$ cat config.mk
export PLATFORM = sky130hd
export DESIGN_NAME = bf3r_div9_flat
export DESIGN_NICKNAME = d
export VERILOG_FILES = /design/src/hw/rtl/bf3r_pkg.sv /design/src/hw/rtl/bf3r_if.sv /design/src/hw/rtl/bf3r_div9.sv /design/src/flat_wrapper.sv
export SDC_FILE = /design/constraint.sdc
export NUM_CORES = 1
export LEC_CHECK = 0
export BUFFER_PORTS_ARGS = -buffer_cell sky130_fd_sc_hd__buf_2
export CAP_MARGIN = 40
export CORE_AREA = 3 3 83 85
export DETAILED_ROUTE_END_ITERATION = 12
export DIE_AREA = 0 0 86 88
export PLACE_DENSITY = 0.73
export SYNTH_ARGS = -nofsm -noshare
export SYNTH_HDL_FRONTEND = slang
export SYNTH_SLANG_ARGS = --single-unit
$ cat constraint.sdc
create_clock -name clk -period 6.9 [get_ports clk]
set_clock_uncertainty 0.05 [all_clocks]
set_input_delay 0.345 -clock clk [delete_from_list [all_inputs] [get_ports clk]]
set_output_delay 0.345 -clock clk [all_outputs]
set_load 0.01 [all_outputs]
$ cat src/hw/rtl/bf3r_pkg.sv
package bf3r_pkg;

  // Field widths of the pixel stream and the result stream.
  localparam int PIX_W     = 8;
  localparam int COORD_W   = 10;
  localparam int CFG_W     = 11;
  localparam int CFG_IDX_W = 1;

  // Default geometry limits and register reset value.
  localparam int MAX_WIDTH_DEF  = 1024;
  localparam int MAX_HEIGHT_DEF = 1024;
  localparam logic [CFG_W-1:0] DIM_RESET = 11'd256;
  localparam int DIM_MIN = 3;

  // A 3x3 sum of 8-bit pixels needs 12 bits.
  localparam int SUM_W = 12;

  // Division by nine as a multiply by ceil(2^15 / 9) and a shift; exact for
  // every sum up to 9 * 255.
  localparam int RECIP_W = 12;
  localparam logic [RECIP_W-1:0] DIV9_RECIP = 12'd3641;
  localparam int DIV9_SHIFT = 15;

  // Results an input pixel can release: top row, top row right edge,
  // bottom row, bottom row right edge.
  localparam int NUM_RES = 4;

  typedef enum logic [CFG_IDX_W-1:0] {
    REG_IMAGE_WIDTH  = 1'b0,
    REG_IMAGE_HEIGHT = 1'b1
  } cfg_reg_e;

  // Window cells indexed [row][col]; row 0 is the oldest line, col 2 the
  // newest column.
  typedef logic [2:0][2:0][PIX_W-1:0] window_t;

  // Per-pixel job control handed to the result sequencer.
  typedef struct packed {
    logic [NUM_RES-1:0] mask;
    logic               row_one;
    logic               col_one;
  } job_ctl_t;

  // One result beat before the divide.
  typedef struct packed {
    logic [SUM_W-1:0]   sum;
    logic [COORD_W-1:0] row;
    logic [COORD_W-1:0] col;
    logic               last;
  } sum_beat_t;

endpackage

$ cat src/hw/rtl/bf3r_if.sv


interface bf3r_res_if;
  logic                        valid;
  logic                        ready;
  logic [bf3r_pkg::PIX_W-1:0]   mean_value;
  logic [bf3r_pkg::COORD_W-1:0] out_row;
  logic [bf3r_pkg::COORD_W-1:0] out_col;
  logic                        last_of_run;

  modport source(output valid, output mean_value, output out_row, output out_col,
                 output last_of_run, input ready);
  modport sink(input valid, input mean_value, input out_row, input out_col,
               input last_of_run, output ready);
endinterface

$ cat src/hw/rtl/bf3r_div9.sv
module bf3r_div9 (
  input  logic                clk,
  input  logic                rst_n,
  input  logic                beat_valid,
  input  bf3r_pkg::sum_beat_t beat,
  output logic                beat_ready,
  bf3r_res_if.source          res
);

  import bf3r_pkg::*;

  logic                       out_v_r;
  logic [PIX_W-1:0]           mean_r;
  logic [COORD_W-1:0]         row_r;
  logic [COORD_W-1:0]         col_r;
  logic                       last_r;
  logic [SUM_W+RECIP_W-1:0]   prod;

  // Divide by nine via the reciprocal.
  assign prod       = (SUM_W + RECIP_W)'(beat.sum) * (SUM_W + RECIP_W)'(DIV9_RECIP);
  assign beat_ready = !out_v_r || res.ready;

  always_ff @(posedge clk) begin
    if (!rst_n) begin
      out_v_r <= 1'b0;
    end else if (beat_valid && beat_ready) begin
      out_v_r <= 1'b1;
    end else if (res.ready) begin
      out_v_r <= 1'b0;
    end
  end

  // Output register.
  always_ff @(posedge clk) begin
    if (beat_valid && beat_ready) begin
      mean_r <= prod[DIV9_SHIFT +: PIX_W];
      row_r  <= beat.row;
      col_r  <= beat.col;
      last_r <= beat.last;
    end
  end

  assign res.valid       = out_v_r;
  assign res.mean_value  = mean_r;
  assign res.out_row     = row_r;
  assign res.out_col     = col_r;
  assign res.last_of_run = last_r;

endmodule

$ cat src/flat_wrapper.sv
// flat-port wrapper written by rule: the top's interface ports become plain ports
module bf3r_div9_flat import bf3r_pkg::*;
  (clk, rst_n, beat_valid, beat, beat_ready, res_valid, res_mean_value, res_out_row, res_out_col, res_last_of_run, res_ready);
  bf3r_res_if res_i ();
  input  logic clk;
  input  logic rst_n;
  input  logic beat_valid;
  input  bf3r_pkg::sum_beat_t beat;
  output logic beat_ready;
  output wire logic [$bits(res_i.valid)-1:0] res_valid;
  output wire logic [$bits(res_i.mean_value)-1:0] res_mean_value;
  output wire logic [$bits(res_i.out_row)-1:0] res_out_row;
  output wire logic [$bits(res_i.out_col)-1:0] res_out_col;
  output wire logic [$bits(res_i.last_of_run)-1:0] res_last_of_run;
  input wire logic [$bits(res_i.ready)-1:0] res_ready;
  assign res_valid = res_i.valid;
  assign res_mean_value = res_i.mean_value;
  assign res_out_row = res_i.out_row;
  assign res_out_col = res_i.out_col;
  assign res_last_of_run = res_i.last_of_run;
  assign res_i.ready = res_ready;
  bf3r_div9 u_core (.clk(clk), .rst_n(rst_n), .beat_valid(beat_valid), .beat(beat), .beat_ready(beat_ready), .res(res_i));
endmodule
[Yosys cells after proc, flatten, opt, wreduce, memory -nomap -nowiden]
Index checks and enable logic that the tools add are counted.
Cells by class
  multiply operators: 1
  muxes and demuxes: 2
  reduce and logical (&&, ||, !) cells: 4
Operator list (number)
  $mul 12x12->23 const B: 1
  $mux 1: 2
  $reduce_bool 2->1: 1
  $logic_and 1x1->1: 1
  $logic_not 1->1: 1
  $logic_or 1x1->1: 1
Word-level totals
  register bits after elaboration: 30
  bits of input ports: 37
  output and inout port bits: 31

[Depth between registers and ports, before layout]
  depth after elaboration: 4
  gate-level depth with buffers: 18

[Worst setup path before layout]
OpenSTA, ideal clock, no wires.
  path kind: input port to flip-flop
  start point: in beat[22] in the netlist's numbering
  end point: reg u_core.mean_r[4], in the netlist u_core.res.mean_value[4], data pin
  arrival time: 4.300 ns
  buffers on the path: 0
  stages: 18
  setup slack: 2.290 ns
  cells stage by stage: inv_1 fa_1 inv_1 ha_1 inv_1 fa_1 inv_1 fa_1 inv_1 fa_1 inv_1 ha_1 a21oi_1 o21bai_1 a32o_1 a311o_2 a21oi_2 xnor2_1
Between the ends
  longest elaborated chain between the ends: 1
RTL lines
  from (decl): line flat_wrapper.sv:8  | input bf3r_pkg::sum_beat_t beat;
  $mul 12x12->23: line bf3r_div9.sv:20  | assign prod = (SUM_W + RECIP_W)'(beat.sum) * (SUM_W + RECIP_W)'(DIV9_RECIP);
  net u_core.prod[19]: line bf3r_div9.sv:17  | logic [SUM_W+RECIP_W-1:0] prod;
  to (signal assigned): line bf3r_div9.sv:36  | mean_r <= prod[DIV9_SHIFT +: PIX_W];
  to (decl): line bf3r_div9.sv:13  | logic [PIX_W-1:0] mean_r;
The timed path passes the listed nets, and every way through them passes these cells.
A chain may end at the register's enable or synchronous reset.

[Worst setup path in the final report]
Ends and elaborated chain as after synthesis.

==> metrics.log <==
INFO  metric highest_clock_rate = 0.213 GHz
INFO  metric cts_max_level = 2
INFO  metric post_cts.repair.setup_buffers = 0
INFO  metric worst_ir_drop_vdd = 0.196 mV
INFO  metric critical-path-max-stage-delay = 0.54 ns
INFO  metric ys_warnings = 0
INFO  metric worst_hold_path_type = input pin to register
INFO  metric worst_r2r_end = u_core.res.out_row[9]
INFO  metric power.share.switching = 0.450
INFO  metric synth_ff_type = sky130_fd_sc_hd__edfxtp_1
INFO  metric hold_path_startpoint = beat[16]
INFO  metric finalHoldViolations = 0
INFO  metric routed_via_density = 5.01
INFO  metric final_layout_size_suffix_gt1_frac = 0.222
INFO  metric netlist_area_before_placement = 3110 sq um
INFO  metric avgSynthCellArea = 11.1 sq um
INFO  metric sequentialPowerShare = 0.196
INFO  metric drt_iter0_drc = 83
INFO  metric dieHeight = 88 um
INFO  metric standby_leakage_power = 0.00195 uW
INFO  metric outcome = complete, no violations
INFO  metric synthesis.nets = 412
INFO  metric critPathSlowestCell = sky130_fd_sc_hd__fa_1
INFO  metric tritoncts = done
INFO  metric clk_pin_slew = 0.06 ns
INFO  metric final.period_utilization = 0.681
INFO  metric clock_latency = 0.27 ns
INFO  metric power.switching = 616 uW
INFO  metric fp.coreArea = 6280 sq um
INFO  metric routed_vias = 2171
INFO  metric grt_setup_unrepaired = false
INFO  metric synth_cell_type_count = 32
INFO  metric cp_data_arrival_time = 4.67 ns
INFO  metric antenna_found_initial = 0
INFO  metric firstDrtPassIters = 4
INFO  metric number_of_nets_at_the_end_of_the_flow = 487
INFO  metric root_buffer = sky130_fd_sc_hd__clkbuf_8
INFO  metric reg2reg_depth = 3
INFO  metric min_delay_path_depth = 1
INFO  metric worst_path_most_repeated_cell = sky130_fd_sc_hd__inv_1
INFO  metric tritoncts.num_buffers = 5
INFO  metric worst-setup-path-type = input pin to register
INFO  metric drc_violations_left = 0
INFO  metric dpl.cell_count = 425
INFO  metric port-buffer-count = 67
INFO  metric die_area = 7570 sq um
INFO  metric portion_of_the_post_synthesis_area_used_by_sequential_elements = 0.287
INFO  metric mostFrequentLayoutCells = sky130_fd_sc_hd__inv_1 (70), sky130_fd_sc_hd__buf_2 (67), sky130_fd_sc_hd__ha_1 (66), sky130_fd_sc_hd__fa_1 (29), sky130_fd_sc_hd__edfxtp_1 (29)
INFO  metric setup_total_negative_slack = 0 ns
INFO  metric die-width = 86 um
INFO  metric drv_cap = 0
INFO  metric floorplan.initialDensity = 0.495
INFO  metric cts_hold_buffers = 0
INFO  metric crit_required = 6.87 ns
INFO  metric worstSetupEndpointType = register
INFO  metric p_clk_frac = 0.093
INFO  metric reg2reg_from = u_core.res.valid
INFO  metric synth_top_area_share = 0.280
INFO  metric floorplan.rows = 29
INFO  metric detailedPlacementHpwl = 5400 um
INFO  metric crit_fanout = 5
INFO  metric async_flop_share = 0
INFO  metric worst_hold_slack = 0.196 ns
INFO  metric diodes = 0
INFO  metric cell_count_after_synthesis = 280
INFO  metric flow.area_growth_from_synthesis = 17.0%
INFO  metric synth_area_leader_cell = sky130_fd_sc_hd__edfxtp_1
INFO  metric cells_along_the_critical_path = buf_2 -> inv_1 -> fa_1 -> inv_1 -> ha_1 -> inv_1 -> fa_1 -> inv_1 -> fa_1 -> inv_1 -> fa_1 -> inv_1 -> ha_1 -> a21oi_1 -> o21bai_1 -> a32o_1 -> a311o_2 -> a21oi_2 -> xnor2_1
INFO  metric synthTopCellsByArea = sky130_fd_sc_hd__edfxtp_1 (28%), sky130_fd_sc_hd__ha_1 (27%), sky130_fd_sc_hd__fa_1 (19%)
INFO  metric timing.slew.headroom = 0.568
INFO  metric maxSlewViolCount = 0
INFO  metric finalSetupViolCount = 0
INFO  metric synth_enable_flop_cells = 29
INFO  metric timing.critical_path.from_type = input pin
INFO  metric power_report.internal_total = 751 uW
INFO  metric postRouteWirelength = 6060 um
INFO  metric min_delay_worst_endpoint = u_core.res.out_row[5]
INFO  metric ios = 68
INFO  metric ys_ff_latch = 30
INFO  metric clock_sink_count = 30
INFO  metric grt_pass1_wl = 10400 um
INFO  metric layout.cells.most_common = sky130_fd_sc_hd__inv_1
INFO  metric power.combinational.fraction = 0.711
INFO  metric grt_start_max_net_pins = 17
INFO  metric track_usage = 0.175
INFO  metric first_global_vias = 2212
INFO  metric gp_congestion = 0.933
INFO  metric layout.cells.non_filler = 433
INFO  metric post_drt_wl_per_cell = 14.0 um
INFO  metric ctsLongestPathBuffers = 2
INFO  metric worst-slew-pin-transition = 0.649 ns
INFO  metric ctsResizeCount = 0
INFO  metric drtAntennaViolNets = 0
INFO  metric reg2reg_setup_slack = 5.34 ns
INFO  metric pwr_density_cell = 376 nW/um^2
INFO  metric globalRouteOverflowTotal = 0
INFO  metric layout_min_cycle_time = 4.70 ns
-- routing by layer --
layer,up-vias,global-route usage,wire [um]
li1,1088,-,-
met1,1003,0.235,2760
met2,72,0.292,2830
met3,8,0.0245,381
met4,0,0.0604,89
met5,-,0,0
-- registers in the layout, indices dropped and copies added (netlist names) --
signal                  count
u_core.res.out_col         10
u_core.res.out_row         10
u_core.res.mean_value       8
u_core.res.last_of_run      1
u_core.res.valid            1
-- power groups by stage --
stage          Combinational (uW)  Sequential, uW  Clock [uW]
3_3_place_gp                  941             272           0
3_5_place_dp                  961             273           0
6_report                      972             268         127
5_1_grt                      1120             271         142
4_1_cts                       972             269         133
2_1_floorplan                 713             291           0
-- Yosys cell counts, types with 2 or more instances --
cell type / n
sky130_fd_sc_hd__nor3_1: 2
sky130_fd_sc_hd__and3_1: 2
sky130_fd_sc_hd__o21ai_0: 5
sky130_fd_sc_hd__o21bai_1: 3
sky130_fd_sc_hd__nand2_1: 11
sky130_fd_sc_hd__xor2_1: 4
sky130_fd_sc_hd__nand4_1: 2
sky130_fd_sc_hd__xnor2_1: 9
sky130_fd_sc_hd__a21o_1: 6
sky130_fd_sc_hd__o21a_1: 2
sky130_fd_sc_hd__a31oi_1: 2
sky130_fd_sc_hd__inv_1: 70
sky130_fd_sc_hd__nor2_1: 2
sky130_fd_sc_hd__fa_1: 29
sky130_fd_sc_hd__a211o_1: 2
sky130_fd_sc_hd__a32o_1: 2
sky130_fd_sc_hd__a21oi_1: 15
sky130_fd_sc_hd__nand3_1: 5
sky130_fd_sc_hd__ha_1: 66
sky130_fd_sc_hd__edfxtp_1: 29
-- worst max path at each step --
stage | startpoint | to | cells past startpoint
detailed placement | beat[22] | u_core.res.mean_value[4] | 19
floorplan | beat[22] | u_core.res.mean_value[4] | 18
finish | beat[22] | u_core.res.mean_value[4] | 19
global placement | beat[22] | u_core.res.mean_value[4] | 19
CTS | beat[22] | u_core.res.mean_value[4] | 19
global route | beat[22] | u_core.res.mean_value[4] | 19
-- cell families (layout without fill, tap and decap cells) --
| kind of cell | count (synthesis) | after routing | synth area share |
|---|---|---|---|
| and+or+nand+nor | 29 | 29 | 0.0479 |
| xor gates and xnor gates | 13 | 13 | 0.0366 |
| AOI/OAI and AO/OA | 43 | 43 | 0.0914 |
| buffers and inverters | 70 | 146 | 0.0846 |
| adders and majority gates | 95 | 95 | 0.453 |
| DFF | 30 | 30 | 0.287 |
-- area by class of cell --
class / count / area, sq um
flip-flops and latches: 30 / 891
clock buffers: 6 / 72.6
well taps: 77 / 96.3
multi-input cells: 180 / 1950
fillers: 546 / 2640
clock inverters: 2 / 8.76
repair buffers: 68 / 350
inverters: 70 / 263
-- critical path: cells and delay by family --
family | cells | cell delay [ns]
AOI/OAI and AO/OA | 5 | 1.05
buffers and inverters | 7 | 0.43
adders and majority gates | 6 | 2.75
xor gates and xnor gates | 1 | 0.08
-- metrics by stage --
| stage | cell area, sq um | power, uW | setup slack (ns) | util |
|---|---|---|---|---|
| after floorplan | 3110 | 1000 | 2.29 | - |
| after global placement | 3540 | 1210 | 2.03 | 0.564 |
| after detailed placement | 3550 | 1230 | 1.91 | 0.566 |
| after CTS | 3630 | 1370 | 2.22 | 0.579 |
| after global routing | 3630 | 1530 | 1.99 | 0.579 |
| final | 3630 | 1370 | 2.20 | 0.579 |
No activity file was read; power rests on OpenSTA's default activity.
