==> config.mk <==
export PLATFORM = sky130hd
export DESIGN_NAME = bf3r_result_seq
export DESIGN_NICKNAME = d
export VERILOG_FILES = /design/src/hw/rtl/bf3r_pkg.sv /design/src/hw/rtl/bf3r_result_seq.sv
export SDC_FILE = /design/constraint.sdc
export NUM_CORES = 1
export LEC_CHECK = 0
export BUFFER_PORTS_ARGS = -buffer_cell sky130_fd_sc_hd__buf_4
export CAP_MARGIN = 30
export CORE_MARGIN = 8
export CORE_UTILIZATION = 45
export DETAILED_ROUTE_END_ITERATION = 10
export PLACE_DENSITY = 0.69
export SYNTH_ARGS = -nofsm -noshare
export SYNTH_HDL_FRONTEND = slang
export SYNTH_SLANG_ARGS = --single-unit
==> constraint.sdc <==
create_clock -name clk -period 6.1 [get_ports clk]
set_input_delay 1.22 -clock clk [delete_from_list [all_inputs] [get_ports clk]]
set_output_delay 1.22 -clock clk [all_outputs]
set_load 0.05 [all_outputs]
==> src/hw/rtl/bf3r_pkg.sv <==
package bf3r_pkg;

  // Field widths of the pixel stream and the result stream.
  localparam int PIX_W     = 8;
  localparam int COORD_W   = 10;
  localparam int CFG_W     = 11;
  localparam int CFG_IDX_W = 1;

  // Default geometry limits and register reset value.
  localparam int MAX_WIDTH_DEF  = 1024;
  localparam int MAX_HEIGHT_DEF = 1024;
  localparam logic [CFG_W-1:0] DIM_RESET = 11'd256;
  localparam int DIM_MIN = 3;

  // A 3x3 sum of 8-bit pixels needs 12 bits.
  localparam int SUM_W = 12;

  // Division by nine as a multiply by ceil(2^15 / 9) and a shift; exact for
  // every sum up to 9 * 255.
  localparam int RECIP_W = 12;
  localparam logic [RECIP_W-1:0] DIV9_RECIP = 12'd3641;
  localparam int DIV9_SHIFT = 15;

  // Results an input pixel can release: top row, top row right edge,
  // bottom row, bottom row right edge.
  localparam int NUM_RES = 4;

  typedef enum logic [CFG_IDX_W-1:0] {
    REG_IMAGE_WIDTH  = 1'b0,
    REG_IMAGE_HEIGHT = 1'b1
  } cfg_reg_e;

  // Window cells indexed [row][col]; row 0 is the oldest line, col 2 the
  // newest column.
  typedef logic [2:0][2:0][PIX_W-1:0] window_t;

  // Per-pixel job control handed to the result sequencer.
  typedef struct packed {
    logic [NUM_RES-1:0] mask;
    logic               row_one;
    logic               col_one;
  } job_ctl_t;

  // One result beat before the divide.
  typedef struct packed {
    logic [SUM_W-1:0]   sum;
    logic [COORD_W-1:0] row;
    logic [COORD_W-1:0] col;
    logic               last;
  } sum_beat_t;

endpackage

==> src/hw/rtl/bf3r_result_seq.sv <==
module bf3r_result_seq #(
  parameter int RW = 10,
  parameter int CW = 10
) (
  input  logic                clk,
  input  logic                rst_n,
  input  logic                load,
  input  bf3r_pkg::job_ctl_t  job_ctl,
  input  logic [RW-1:0]       job_row,
  input  logic [CW-1:0]       job_col,
  input  bf3r_pkg::window_t   win,
  output logic                free,
  output logic                beat_valid,
  output bf3r_pkg::sum_beat_t beat,
  input  logic                beat_ready
);

  import bf3r_pkg::*;

  logic [NUM_RES-1:0] mask_r;
  logic               row_one_r;
  logic               col_one_r;
  logic [RW-1:0]      row_r;
  logic [CW-1:0]      col_r;

  logic               beat_v_r;
  sum_beat_t          beat_r;

  logic [NUM_RES-1:0] sel;
  logic [NUM_RES-1:0] mask_after;
  logic               emit;
  logic               bottom;
  logic               edge_col;
  logic [1:0]         row_a, row_b, row_c;
  logic [1:0]         col_a, col_b, col_c;
  logic [SUM_W-1:0]   col_sum [3];
  logic [SUM_W-1:0]   sum_sel;
  logic [RW-1:0]      row_sel;
  logic [CW-1:0]      col_sel;

  // Pick the earliest pending result.
  always_comb begin
    sel = '0;
    priority if (mask_r[0]) begin
      sel[0] = 1'b1;
    end else if (mask_r[1]) begin
      sel[1] = 1'b1;
    end else if (mask_r[2]) begin
      sel[2] = 1'b1;
    end else if (mask_r[3]) begin
      sel[3] = 1'b1;
    end
  end

  assign mask_after = mask_r & ~sel;
  assign emit       = (|mask_r) && (!beat_v_r || beat_ready);
  assign free       = (mask_r == '0) || (emit && (mask_after == '0));

  // Mirrored row and column slots of the selected result.
  assign bottom   = sel[2] | sel[3];
  assign edge_col = sel[1] | sel[3];

  always_comb begin
    if (bottom) begin
      row_a = 2'd1;
      row_b = 2'd2;
      row_c = 2'd1;
    end else begin
      row_a = row_one_r ? 2'd2 : 2'd0;
      row_b = 2'd1;
      row_c = 2'd2;
    end
    if (edge_col) begin
      col_a = 2'd1;
      col_b = 2'd2;
      col_c = 2'd1;
    end else begin
      col_a = col_one_r ? 2'd2 : 2'd0;
      col_b = 2'd1;
      col_c = 2'd2;
    end
  end

  // Column sums over the chosen rows, then the chosen columns.
  always_comb begin
    for (int c = 0; c < 3; c++) begin
      col_sum[c] = SUM_W'(win[row_a][c]) + SUM_W'(win[row_b][c]) + SUM_W'(win[row_c][c]);
    end
    sum_sel = col_sum[col_a] + col_sum[col_b] + col_sum[col_c];
    row_sel = bottom ? row_r : row_r - RW'(1);
    col_sel = edge_col ? col_r : col_r - CW'(1);
  end

  // Job register: loaded when the previous job has released its last result.
  always_ff @(posedge clk) begin
    if (!rst_n) begin
      mask_r <= '0;
    end else if (load) begin
      mask_r <= job_ctl.mask;
    end else if (emit) begin
      mask_r <= mask_after;
    end
  end

  always_ff @(posedge clk) begin
    if (load) begin
      row_one_r <= job_ctl.row_one;
      col_one_r <= job_ctl.col_one;
      row_r     <= job_row;
      col_r     <= job_col;
    end
  end

  // Sum beat register toward the divider.
  always_ff @(posedge clk) begin
    if (!rst_n) begin
      beat_v_r <= 1'b0;
    end else if (emit) begin
      beat_v_r <= 1'b1;
    end else if (beat_ready) begin
      beat_v_r <= 1'b0;
    end
  end

  always_ff @(posedge clk) begin
    if (emit) begin
      beat_r.sum  <= sum_sel;
      beat_r.row  <= COORD_W'(row_sel);
      beat_r.col  <= COORD_W'(col_sel);
      beat_r.last <= (mask_after == '0);
    end
  end

  assign beat_valid = beat_v_r;
  assign beat       = beat_r;

endmodule

Yosys cells after proc, flatten, opt, wreduce, memory -nomap -nowiden
Cells that the tools add are included.
W data, S select, Z words.
{"block": "word_totals", "input_bits": 102, "reg_bits": 60}
{"block": "classes", "magnitude_cmp": 6, "n_reduce_logical": 10, "add_sub_neg": 10, "n_mux": 36, "bitwise_logic": 7}
{"op": "$bmux W24 S2", "n": 3}
{"op": "$bmux W12 S2", "n": 3}
{"op": "$mux W12", "n": 6}
{"op": "$mux W24", "n": 3}
{"op": "$add A9 B8 Y10", "n": 3}
{"op": "$add A8 B8 Y9", "n": 3}
{"op": "$add A12 B12 Y12", "n": 2}
{"op": "$mux W10", "n": 2}
{"op": "$sub A10 B1 Y10 const B", "n": 2}
{"op": "$mux W2", "n": 9}
{"op": "$ge A3 B3 Y1 const B", "n": 3}
{"op": "$lt A2 B3 Y1 const B", "n": 3}
{"op": "$not A2 Y3", "n": 3}
{"op": "$logic_not A4 Y1", "n": 2}
{"op": "$mux W4", "n": 2}
{"op": "$mux W1", "n": 7}
{"op": "$and A4 B4 Y4", "n": 1}
{"op": "$not A4 Y4", "n": 1}
{"op": "$reduce_bool A2 Y1", "n": 2}
{"op": "$reduce_or A4 Y1", "n": 1}
{"op": "$mux W3", "n": 1}
{"op": "$logic_and A1 B1 Y1", "n": 2}
{"op": "$logic_or A1 B1 Y1", "n": 2}
{"op": "$or A1 B1 Y1", "n": 2}
{"op": "$logic_not A1 Y1", "n": 1}

Logic depth before layout (Yosys ltp)
Gate-level depths: netlist (run 1).
{"block": "depth", "word_depth": 15, "mapped_depth": 26}

Worst setup path after synthesis (run 1)
OpenSTA, ideal clock, no wires.
{"block": "synth_path", "kind": "input -> register", "start": "input win[49] (netlist name)", "end": "register beat_r, in the netlist beat[31], data pin", "arrival_ps": 5218, "path_slack_ps": 624, "stages": 20, "path_cell_list": "nand2_1 nand2_1 mux2_2 fa_1 ha_1 fa_1 a211oi_1 o21bai_1 a21oi_1 xnor2_1 mux2_2 mux2i_1 fa_1 inv_1 ha_1 or3_1 a21oi_1 o31ai_1 a21oi_1 xnor2_1"}
{"block": "synth_between", "elab_chain_cells": 9, "elab_cells_between_ends": 19}
{"item": "start: declaration", "line": "bf3r_result_seq.sv:11", "rtl": "input bf3r_pkg::window_t win,"}
{"item": "$bmux W24 S2", "line": "bf3r_result_seq.sv:87", "rtl": "col_sum[c] = SUM_W'(win[row_a][c]) + SUM_W'(win[row_b][c]) + SUM_W'(win[row_c][c]);"}
{"item": "$mux W24"}
{"item": "$add A8 B8 Y9", "line": "bf3r_result_seq.sv:87"}
{"item": "$add A9 B8 Y10 (*)", "line": "bf3r_result_seq.sv:87"}
{"item": "$bmux W12 S2", "line": "bf3r_result_seq.sv:89", "rtl": "sum_sel = col_sum[col_a] + col_sum[col_b] + col_sum[col_c];"}
{"item": "$mux W12 (implied by the code) (2 in series)", "line": "bf3r_result_seq.sv:89"}
{"item": "$add A12 B12 Y12", "line": "bf3r_result_seq.sv:89"}
{"item": "$add A12 B12 Y12 (*)", "line": "bf3r_result_seq.sv:89"}
{"item": "net sum_sel[10]", "line": "bf3r_result_seq.sv:37", "rtl": "logic [SUM_W-1:0] sum_sel;"}
{"item": "end: declaration", "line": "bf3r_result_seq.sv:27", "rtl": "sum_beat_t beat_r;"}
The timed path passes the listed nets; every way through them passes the cells marked *. The select of a mux whose other input is x is not followed.
A chain may end at the register's enable or synchronous reset.

Final worst setup path (run 1)
{"block": "layout_path", "start": "register mask_r[2]", "end": "register beat_r, in the netlist beat[31], data pin"}
{"block": "layout_between", "elab_chain_cells": 14, "elab_cells_between_ends": 38}
{"item": "start: declaration", "line": "bf3r_result_seq.sv:20", "rtl": "logic [NUM_RES-1:0] mask_r;"}
{"item": "start signal: assignment", "line": "bf3r_result_seq.sv:99", "rtl": "mask_r <= job_ctl.mask;"}
{"item": "start signal: assignment", "line": "bf3r_result_seq.sv:101", "rtl": "mask_r <= mask_after;"}
{"item": "$mux W1", "line": "bf3r_result_seq.sv:48", "rtl": "end else if (mask_r[2]) begin"}
{"item": "$mux W2 (*)", "line": "bf3r_result_seq.sv:46", "rtl": "end else if (mask_r[1]) begin"}
{"item": "$mux W3 (*)", "line": "bf3r_result_seq.sv:44", "rtl": "priority if (mask_r[0]) begin"}
{"item": "$or A1 B1 Y1", "line": "bf3r_result_seq.sv:60", "rtl": "assign bottom = sel[2] | sel[3];"}
{"item": "$mux W2", "line": "bf3r_result_seq.sv:64", "rtl": "if (bottom) begin"}
{"item": "$bmux W24 S2", "line": "bf3r_result_seq.sv:87"}
{"item": "$mux W24 (implied by the code)", "line": "bf3r_result_seq.sv:87"}
{"item": "$add A8 B8 Y9", "line": "bf3r_result_seq.sv:87"}
{"item": "$add A9 B8 Y10", "line": "bf3r_result_seq.sv:87"}
{"item": "$bmux W12 S2", "line": "bf3r_result_seq.sv:89"}
{"item": "$mux W12 (implied by the code) (2 in series)", "line": "bf3r_result_seq.sv:89"}
{"item": "$add A12 B12 Y12", "line": "bf3r_result_seq.sv:89"}
{"item": "$add A12 B12 Y12 (*)", "line": "bf3r_result_seq.sv:89"}
{"item": "net sum_sel[10]", "line": "bf3r_result_seq.sv:37"}
Marked as above.

==> results.py, run 1 <==
metrics = {
    "power_and_ir_drop": {
        "switching_share": 0.452,
        "power_leakage_nw": 3.39,
        "power_frac_seq": 0.185,
        "total_power_w": 0.00374,
        "ir_worst_vdd_mv": 0.435,
        "p_int_w": 0.00205,
        "total_switching_power_w": 0.00169,
        "power_per_cell_area_nw_per_um2": 516,
        "clkPwrFrac": 0.119,
        "p_comb_frac": 0.696,
    },
    "synthesis": {
        "synth.most_common_cell": "inv_1",
        "synth_top_area_frac": 0.290,
        "synth.area.top_cells": "edfxtp_1 (29%), fa_1 (13%), mux2i_1 (11%)",
        "yosysTopAreaCell": "edfxtp_1",
        "synth_common_cells": "inv_1 (68), mux2i_1 (64), nand2_1 (62), edfxtp_1 (55), nor2_1 (46)",
        "synth_top_flop_cell": "edfxtp_1",
        "yosysSeqAreaShare": 0.307,
        "synth_fp_nets": 767,
        "synthCells": 595,
        "ys_ff_latch": 60,
        "async_flop_share": 0,
        "synth-edff-count": 55,
        "synth_area_sq_um": 5700,
        "synth_warnings": 0,
        "avgSynthCellArea_sq_um": 9.58,
        "synth_cell_types": 50,
    },
    "sta": {
        "finalCriticalPeriod_ns": 5.80,
        "fmax_mhz": 173,
        "setup_viol": 0,
        "hold_violations": 0,
        "skew_ns": 0.00934,
        "tightest_slew_ns": 0.645,
        "setup_tns_ns": 0,
        "rsz0062_at_grt": "false",
        "period_share": 0.950,
        "maxSlewHeadroom": 0.570,
        "drv_slew": 0,
        "whs_ns": 0.560,
    },
    "setup_path": {
        "arrival_ns": 5.86,
        "crit_path_end_kind": "flop",
        "cp_top_family": "adder cells",
        "cp.depth": 25,
        "crit_slowest_cell": "fa_1",
        "r2r_setup_slack_ns": 0.30,
        "critPathBufInv": 4,
        "worstPathRequired_ns": 6.17,
        "endpoint": "beat[31]",
        "crit_start": "mask_r[2]",
        "ff2ff_path_depth": 25,
        "crit_type": "flop to flop",
        "slowest_delay_ns": 0.57,
        "start_kind": "flop",
        "crit_fanout": 21,
        "reg2reg_from": "mask_r[2]",
        "r2r_end": "beat[31]",
    },
    "die": {
        "die_h_um": 129,
        "initial_core_util": 0.455,
        "coreArea_sq_um": 12500,
        "die_w_um": 129,
        "rows": 41,
        "io_pins": 137,
        "die_area_sq_um": 16500,
    },
    "grt": {
        "grt_pass1_vias": 4861,
        "gr-total-overflow": 0,
        "grtUsageTotal": 0.167,
        "grt_pass1_wl_um": 22400,
        "antenna_found_initial": 0,
        "grt_max_degree": 34,
    },
    "run_status": {
        "status": "finished clean",
    },
    "detailed_routing": {
        "vias": 4563,
        "first_pass_iters": 4,
        "vias_per_cell": 5.04,
        "drt-initial-drc-count": 199,
        "postRouteAntennaNets": 0,
        "avgRoutedWirePerCell_um": 15.0,
        "drc": 0,
        "drt-total-wl_um": 13600,
    },
    "hold_path": {
        "hold_class": "flop to flop",
    },
    "clock_tree": {
        "cts_tree": "yes",
        "clock_path_buffers": 2,
        "cts_root_buffer": "clkbuf_16",
        "cts_buffers": 9,
        "cts.sinks": 60,
        "clock_latency_ns": 0.32,
        "h-tree-depth": 3,
        "path_clk_slew_ns": 0.06,
    },
    "placement": {
        "post-place-cells": 889,
        "portBuffers": 136,
        "dp.final_hpwl_um": 11400,
        "place.gp.congestion": 0.871,
    },
    "final_layout": {
        "instances_no_fill": 906,
        "antenna_cells": 0,
        "fin_nets": 901,
        "area_growth_syn_to_layout_pct": 27.2,
        "drive_above_1_share": 0.244,
        "fin_util": 0.579,
    },
    "job": {
        "cap_violations": 0,
    },
}
power by group through the flow:
stage	Clock [W]	Sequential, W	Combinational, W
after floorplan	0	0.000896	0.00179
after global placement	0	0.000699	0.00251
after detailed placement	0	0.000701	0.00260
after CTS	0.000457	0.000693	0.00262
after global routing	0.000474	0.000700	0.00293
final	0.000445	0.000691	0.00260
registers in the layout, indices dropped and copies added, names as in the netlist:
signal / cells
beat: 33
row_one_r: 1
beat_valid: 1
col_r: 10
mask_r: 4
row_r: 10
col_one_r: 1
per-layer routing:
| layer | share of wire | global-route usage | vias to the layer above | routed length (um) |
|---|---|---|---|---|
| met5 | 0 | 0 | - | 0 |
| met4 | 0.016 | 0.0491 | 0 | 215 |
| met3 | 0.072 | 0.0381 | 15 | 986 |
| met2 | 0.46 | 0.284 | 136 | 6310 |
| met1 | 0.45 | 0.208 | 2101 | 6090 |
| li1 | - | - | 2311 | - |
final cells by class:
type | count | area (sq um)
clock buffers | 11 | 233
clock inverters | 5 | 38.8
fillers | 1106 | 5270
inverters | 68 | 255
multi-input cells | 444 | 3620
flip-flops and latches | 60 | 1750
well taps | 172 | 215
repair buffers | 146 | 1140
worst min-delay path by stage:
stage,from,endpoint,slack [ns],cells after the start
floorplan,col_r[7],beat[8],0.54,2
global placement,col_r[7],beat[8],0.55,2
detailed placement,row_r[9],beat[20],0.55,1
CTS,row_r[9],beat[20],0.56,1
global route,row_r[9],beat[20],0.58,1
finish,row_r[9],beat[20],0.56,1
worst register-to-register path: cells and delay by family, from the launching register on:
family | cells | cell delay [ns]
flops | 1 | 0.43
compound gates | 6 | 1.04
simple gates | 6 | 0.96
buf+inv | 4 | 0.55
fa+ha+maj | 5 | 1.91
mux | 3 | 0.61
xor+xnor | 1 | 0.09
cells in the final DEF, fill, tap and decap left out, types with 17 or more instances in the layout:
cell type  netlist  routed
buf_4            1     142
ha_1            32      32
xnor2_1         22      22
mux2i_1         64      64
inv_1           68      68
o21ai_0         28      28
nor2_1          46      45
a21oi_1         44      42
fa_1            38      38
xor2_1          17      17
edfxtp_1        55      55
nand2_1         62      62
cell families after synthesis:
family / share of synthesized area
AOI/OAI and AO/OA: 0.121
xor gates and xnor gates: 0.0599
adders and majority gates: 0.206
buffers and inverters: 0.0654
DFF: 0.307
muxes: 0.122
and+or+nand+nor: 0.118
stage by stage:
step                worst slack (ns)  area (sq um)
detailed placement             0.139          6940
finish                         0.304          7250
global placement               0.239          6910
global route                  0.0360          7250
CTS                            0.223          7210
floorplan                      0.624          5700
timing repair:
action	4_1_cts	5_1_grt
setup endpoints to repair	0	4
gates resized for setup	0	3
buffers inserted	0	0
hold buffers	0	0
(Power assumes the default switching activity.)
==> inputs of run 2 (changes only) <==
Settings changed: ABC_AREA from default to 1, PLACE_DENSITY 0.69 to 0.68, TNS_END_PERCENT from default to 30.
==> run 2 against run 1 <==
Synthesized area rose by 8.5%. Via count rose by 16%. Fmax rose by 9.4%. Non-clock buffer count fell by 8. Routed wire length rose by 1.6%. Synthesized cell count rose by 36%. Critical path type unchanged. Largest cell class unchanged.
==> results.py, run 2 <==
metrics = {
    "sta": {
        "period_share": 0.868,
        "setup_viol": 0,
        "maxSlewHeadroom": 0.631,
        "fmax_mhz": 189,
        "tightest_slew_ns": 0.549,
        "drv_slew": 0,
        "finalCriticalPeriod_ns": 5.30,
        "rsz0062_at_grt": "false",
        "setup_tns_ns": 0,
        "hold_violations": 0,
        "skew_ns": 0.00525,
    },
    "clock_tree": {
        "cts_tree": "yes",
        "holdBufCountCts": 0,
        "ctsResizeCount": 0,
        "clock_latency_ns": 0.32,
        "cts.sinks": 60,
        "clock_path_buffers": 2,
        "h-tree-depth": 3,
        "post_cts_buffers": 0,
        "cts_root_buffer": "clkbuf_16",
        "cts_buffers": 9,
        "path_clk_slew_ns": 0.06,
    },
    "setup_path": {
        "cp_top_family": "adder cells",
        "crit_type": "flop to flop",
        "start_kind": "flop",
        "crit_chain": "nor2_4 > o21ai_4 > buf_12 > nand2_1 > o22ai_1 > a21oi_1 > fa_1 > inv_1 > ha_1 > a21oi_1 > nand2_1 > xor2_1 > nand2_1 > nand3_1 > o21ai_0 > fa_1 > inv_1 > ha_1 > nand2_1 > o21ai_0 > nand3_1 > nand3_1 > nand2_1 > a21oi_1",
        "ff2ff_path_depth": 24,
        "crit_fanout": 95,
        "critPathBufInv": 3,
        "crit_path_end_kind": "flop",
        "crit_slowest_cell": "fa_1",
        "cp.depth": 24,
        "arrival_ns": 5.47,
        "crit_top_cell": "nand2_1",
        "worstPathRequired_ns": 6.27,
        "slowest_delay_ns": 0.54,
    },
    "detailed_routing": {
        "drc": 0,
        "vias": 5301,
        "vias_per_cell": 4.72,
        "first_pass_iters": 5,
        "postRouteAntennaNets": 0,
        "drt-initial-drc-count": 262,
        "avgRoutedWirePerCell_um": 12.3,
        "drt-total-wl_um": 13800,
    },
    "synthesis": {
        "synth-edff-count": 55,
        "synthCells": 811,
        "synth_top_area_frac": 0.267,
        "synth_fp_nets": 983,
        "async_flop_share": 0,
        "avgSynthCellArea_sq_um": 7.62,
        "synth_top_flop_cell": "edfxtp_1",
        "synth_warnings": 0,
        "synth_common_cells": "nand2_1 (186), inv_1 (168), o21ai_0 (78), edfxtp_1 (55), nand3_1 (44)",
        "yosysSeqAreaShare": 0.283,
        "synth.most_common_cell": "nand2_1",
        "synth_cell_types": 44,
        "ys_ff_latch": 60,
        "synth_area_sq_um": 6180,
        "yosysTopAreaCell": "edfxtp_1",
        "synth.area.top_cells": "edfxtp_1 (27%), fa_1 (12%), nand2_1 (11%)",
    },
    "grt": {
        "grt_pass1_wl_um": 23300,
        "antenna_found_initial": 0,
        "grtUsageTotal": 0.158,
        "grt_max_degree": 96,
        "gr-total-overflow": 0,
        "grt_pass1_vias": 5113,
    },
    "die": {
        "coreArea_sq_um": 13700,
        "rows": 43,
        "die_area_sq_um": 17700,
        "die_h_um": 133,
        "die_w_um": 133,
        "initial_core_util": 0.452,
        "io_pins": 137,
    },
    "final_layout": {
        "layout_commonest_cell": "nand2_1",
        "fin_nets": 1111,
        "final_cell_mix": "nand2_1 (186), inv_1 (168), buf_4 (136)",
        "largest_reg_flops": 33,
        "drive_above_1_share": 0.204,
        "area_growth_syn_to_layout_pct": 23.7,
        "antenna_cells": 0,
    },
    "placement": {
        "dp.final_hpwl_um": 11600,
        "portBuffers": 136,
        "place.gp.congestion": 0.845,
    },
    "hold_path": {
        "holdPathStages": 2,
        "hold_class": "flop to flop",
    },
    "job": {
        "cap_violations": 0,
    },
    "run_status": {
        "status": "finished clean",
    },
}
run 2: kinds of logic after synthesis:
| logic type | Yosys count | synth area share |
|---|---|---|
| AOI/OAI and AO/OA | 150 | 0.136 |
| xor gates and xnor gates | 30 | 0.0425 |
| adders and majority gates | 70 | 0.188 |
| buffers and inverters | 194 | 0.130 |
| DFF | 60 | 0.283 |
| muxes | 1 | 0.00162 |
| and+or+nand+nor | 306 | 0.218 |
run 2: final timing paths:
check	to	from	slack [ns]
max	beat[32]	mask_r[0]	0.80
max reg2reg	beat[32]	mask_r[0]	0.80
min reg2reg	mask_r[1]	mask_r[1]	0.52
min	mask_r[1]	mask_r[1]	0.52
run 2: final cells by class:
class / count / area, sq um
Sequential cell: 60 / 1750
Fill cell: 1299 / 6010
Multi-Input combinational cell: 557 / 3640
Timing Repair Buffer: 138 / 1070
Clock inverter: 7 / 82.6
Tap cell: 180 / 225
Inverter: 173 / 657
Clock buffer: 9 / 225
run 2: through the flow:
stage	hold WS (ns)	util	instances	area [sq um]	worst slack, ns
detailed placement	0.512	0.537	1108	7340	0.746
global route	0.550	0.560	1124	7650	0.235
global placement	0.513	0.535	1107	7320	0.779
finish	0.516	0.560	1124	7650	0.804
floorplan	0.489	-	811	6180	1.20
CTS	0.519	0.560	1124	7650	0.772
run 2: tightest hold or removal path, stage by stage (launching register included):
cell and delay, ns:
dfxtp_1 0.34, inv_1 0.08, a21oi_1 0.05
run 2: layer usage:
metal | part of all wire | GRT usage | wire length (um)
met5 | 0 | 0 | 0
met3 | 0.062 | 0.0516 | 854
met4 | 0.0069 | 0.0293 | 96
met1 | 0.50 | 0.214 | 6870
met2 | 0.43 | 0.244 | 6000
Power of run 2 is not shown: default switching activity piles up to over one toggle a cycle in this logic, so the estimate is an artifact.
==> inputs of run 3 (changes only) <==
Settings changed: CORE_UTILIZATION 45 to 30, PLACE_DENSITY 0.68 to default.
==> run 3 against run 2 <==
Global-route usage down 3.9 points. Flip-flop and latch count unchanged. Register-to-register slack better by 0.21 ns. Count of clock-buffer cells in the layout up 1. First-iteration DRC count down 23%. Fmax up 4.1%. Utilization down 18 points. Routed wire length up 8.8%. Largest cell class unchanged.
==> results.py, run 3 (synthesis gave the netlist of run 2 again) <==
metrics = {
    "sta": {
        "hold_violations": 0,
        "skew_ns": 0.00420,
        "maxSlewHeadroom": 0.603,
        "final.setup.worst_slack_ns": 1.01,
        "fmax_mhz": 196,
        "finalCriticalPeriod_ns": 5.09,
        "setup_tns_ns": 0,
        "period_share": 0.834,
        "rsz0062_at_grt": "false",
        "setup_viol": 0,
        "drv_slew": 0,
        "whs_ns": 0.524,
        "tightest_slew_ns": 0.594,
    },
    "grt": {
        "gr-total-overflow": 0,
        "grt_pass1_wl_um": 25600,
        "antenna_found_initial": 0,
        "grt_max_degree": 95,
        "grtUsageTotal": 0.119,
        "grt_pass1_vias": 5369,
    },
    "run_status": {
        "status": "finished clean",
    },
    "detailed_routing": {
        "first_pass_iters": 5,
        "postRouteAntennaNets": 0,
        "vias": 5275,
        "drt-initial-drc-count": 202,
        "vias_per_cell": 4.35,
        "avgRoutedWirePerCell_um": 12.4,
        "drt-total-wl_um": 15000,
        "drc": 0,
    },
    "die": {
        "io_pins": 137,
        "initial_core_util": 0.306,
        "die_area_sq_um": 25500,
        "die_h_um": 160,
        "coreArea_sq_um": 20200,
        "rows": 52,
        "die_w_um": 160,
    },
    "final_layout": {
        "fin_nets": 1111,
        "antenna_cells": 0,
        "drive_above_1_share": 0.204,
        "area_growth_syn_to_layout_pct": 25.9,
        "final_cell_mix": "nand2_1 (186), inv_1 (168), buf_4 (137)",
        "layout_commonest_cell": "nand2_1",
        "largest_reg_flops": 33,
        "fin_area_sq_um": 7790,
    },
    "placement": {
        "place.gp.congestion": 0.820,
        "placed_cell_area_sq_um": 7440,
        "portBuffers": 136,
        "dp.final_hpwl_um": 12500,
        "dp_slack_ns": 0.758,
    },
    "setup_path": {
        "crit_fanout": 24,
        "crit_type": "flop to flop",
        "crit_slowest_cell": "fa_1",
        "arrival_ns": 5.26,
        "crit_path_end_kind": "flop",
        "worstPathRequired_ns": 6.27,
        "cp_top_family": "adder cells",
        "start_kind": "flop",
        "crit_chain": "nor2_4 > o21ai_4 > inv_6 > nor2_8 > inv_4 > nor2_1 > nor2_1 > fa_1 > ha_1 > inv_1 > fa_1 > nor2_1 > a311oi_1 > fa_1 > fa_1 > o21ai_0 > nand3_1 > nand3_1 > nand2_1 > a21oi_1",
        "slowest_delay_ns": 0.55,
        "critPathBufInv": 3,
        "crit_top_cell": "fa_1",
        "ff2ff_path_depth": 20,
        "cp.depth": 20,
    },
    "clock_tree": {
        "path_clk_slew_ns": 0.06,
        "cts_tree": "yes",
        "holdBufCountCts": 0,
        "cts_buffers": 9,
        "clock_latency_ns": 0.33,
        "h-tree-depth": 3,
        "cts.sinks": 60,
        "ctsResizeCount": 0,
        "clock_path_buffers": 2,
        "post_cts_buffers": 0,
        "cts_root_buffer": "clkbuf_16",
    },
    "hold_path": {
        "hold_class": "flop to flop",
        "holdPathStages": 2,
    },
    "job": {
        "cap_violations": 0,
    },
}
run 3: cell count changes in the layout (fill, tap and decap cells not counted), sizes merged:
cell	before	now
clkbuf	9	10
bufinv	1	3
clkinvlp	2	1
clkinv	0	2
inv	177	173
run 3: worst paths after layout:
check                           slack, ns        end  startpoint
worst max-delay path                 1.01   beat[32]   mask_r[0]
worst max register to register       1.01   beat[32]   mask_r[0]
worst min-delay path                 0.52  mask_r[1]   mask_r[1]
worst min register to register       0.52  mask_r[1]   mask_r[1]
run 3: metrics by stage:
stage,std cells,utilization
CTS,1214,0.385
detailed placement,1198,0.367
floorplan,811,-
global placement,1198,0.367
finish,1214,0.385
global route,1214,0.385
run 3: worst reg2reg max path, delay by kind of cell, from the launching register on:
| kind | cells | cell delay, ns |
|---|---|---|
| AO/OA/AOI/OAI | 4 | 0.91 |
| buffers and inverters | 3 | 0.36 |
| adder cells (fa/ha/maj) | 5 | 2.23 |
| AND/OR/NAND/NOR | 8 | 1.01 |
| flip-flops | 1 | 0.42 |
run 3: cell type report:
type,instances,area [sq um]
Tap cell,270,338
Clock buffer,10,239
Clock inverter,6,111
Multi-Input combinational cell,557,3640
Fill cell,2105,12400
Inverter,173,657
Sequential cell,60,1750
Timing Repair Buffer,138,1050
run 3: routing by layer:
layer,global-route usage,vias to the layer above,part of all wire
li1,-,2836,-
met2,0.196,101,0.45
met1,0.158,2325,0.49
met4,0.0270,0,0.0098
met3,0.0253,13,0.044
met5,0,-,0
Power of run 3 is left out for the same reason.
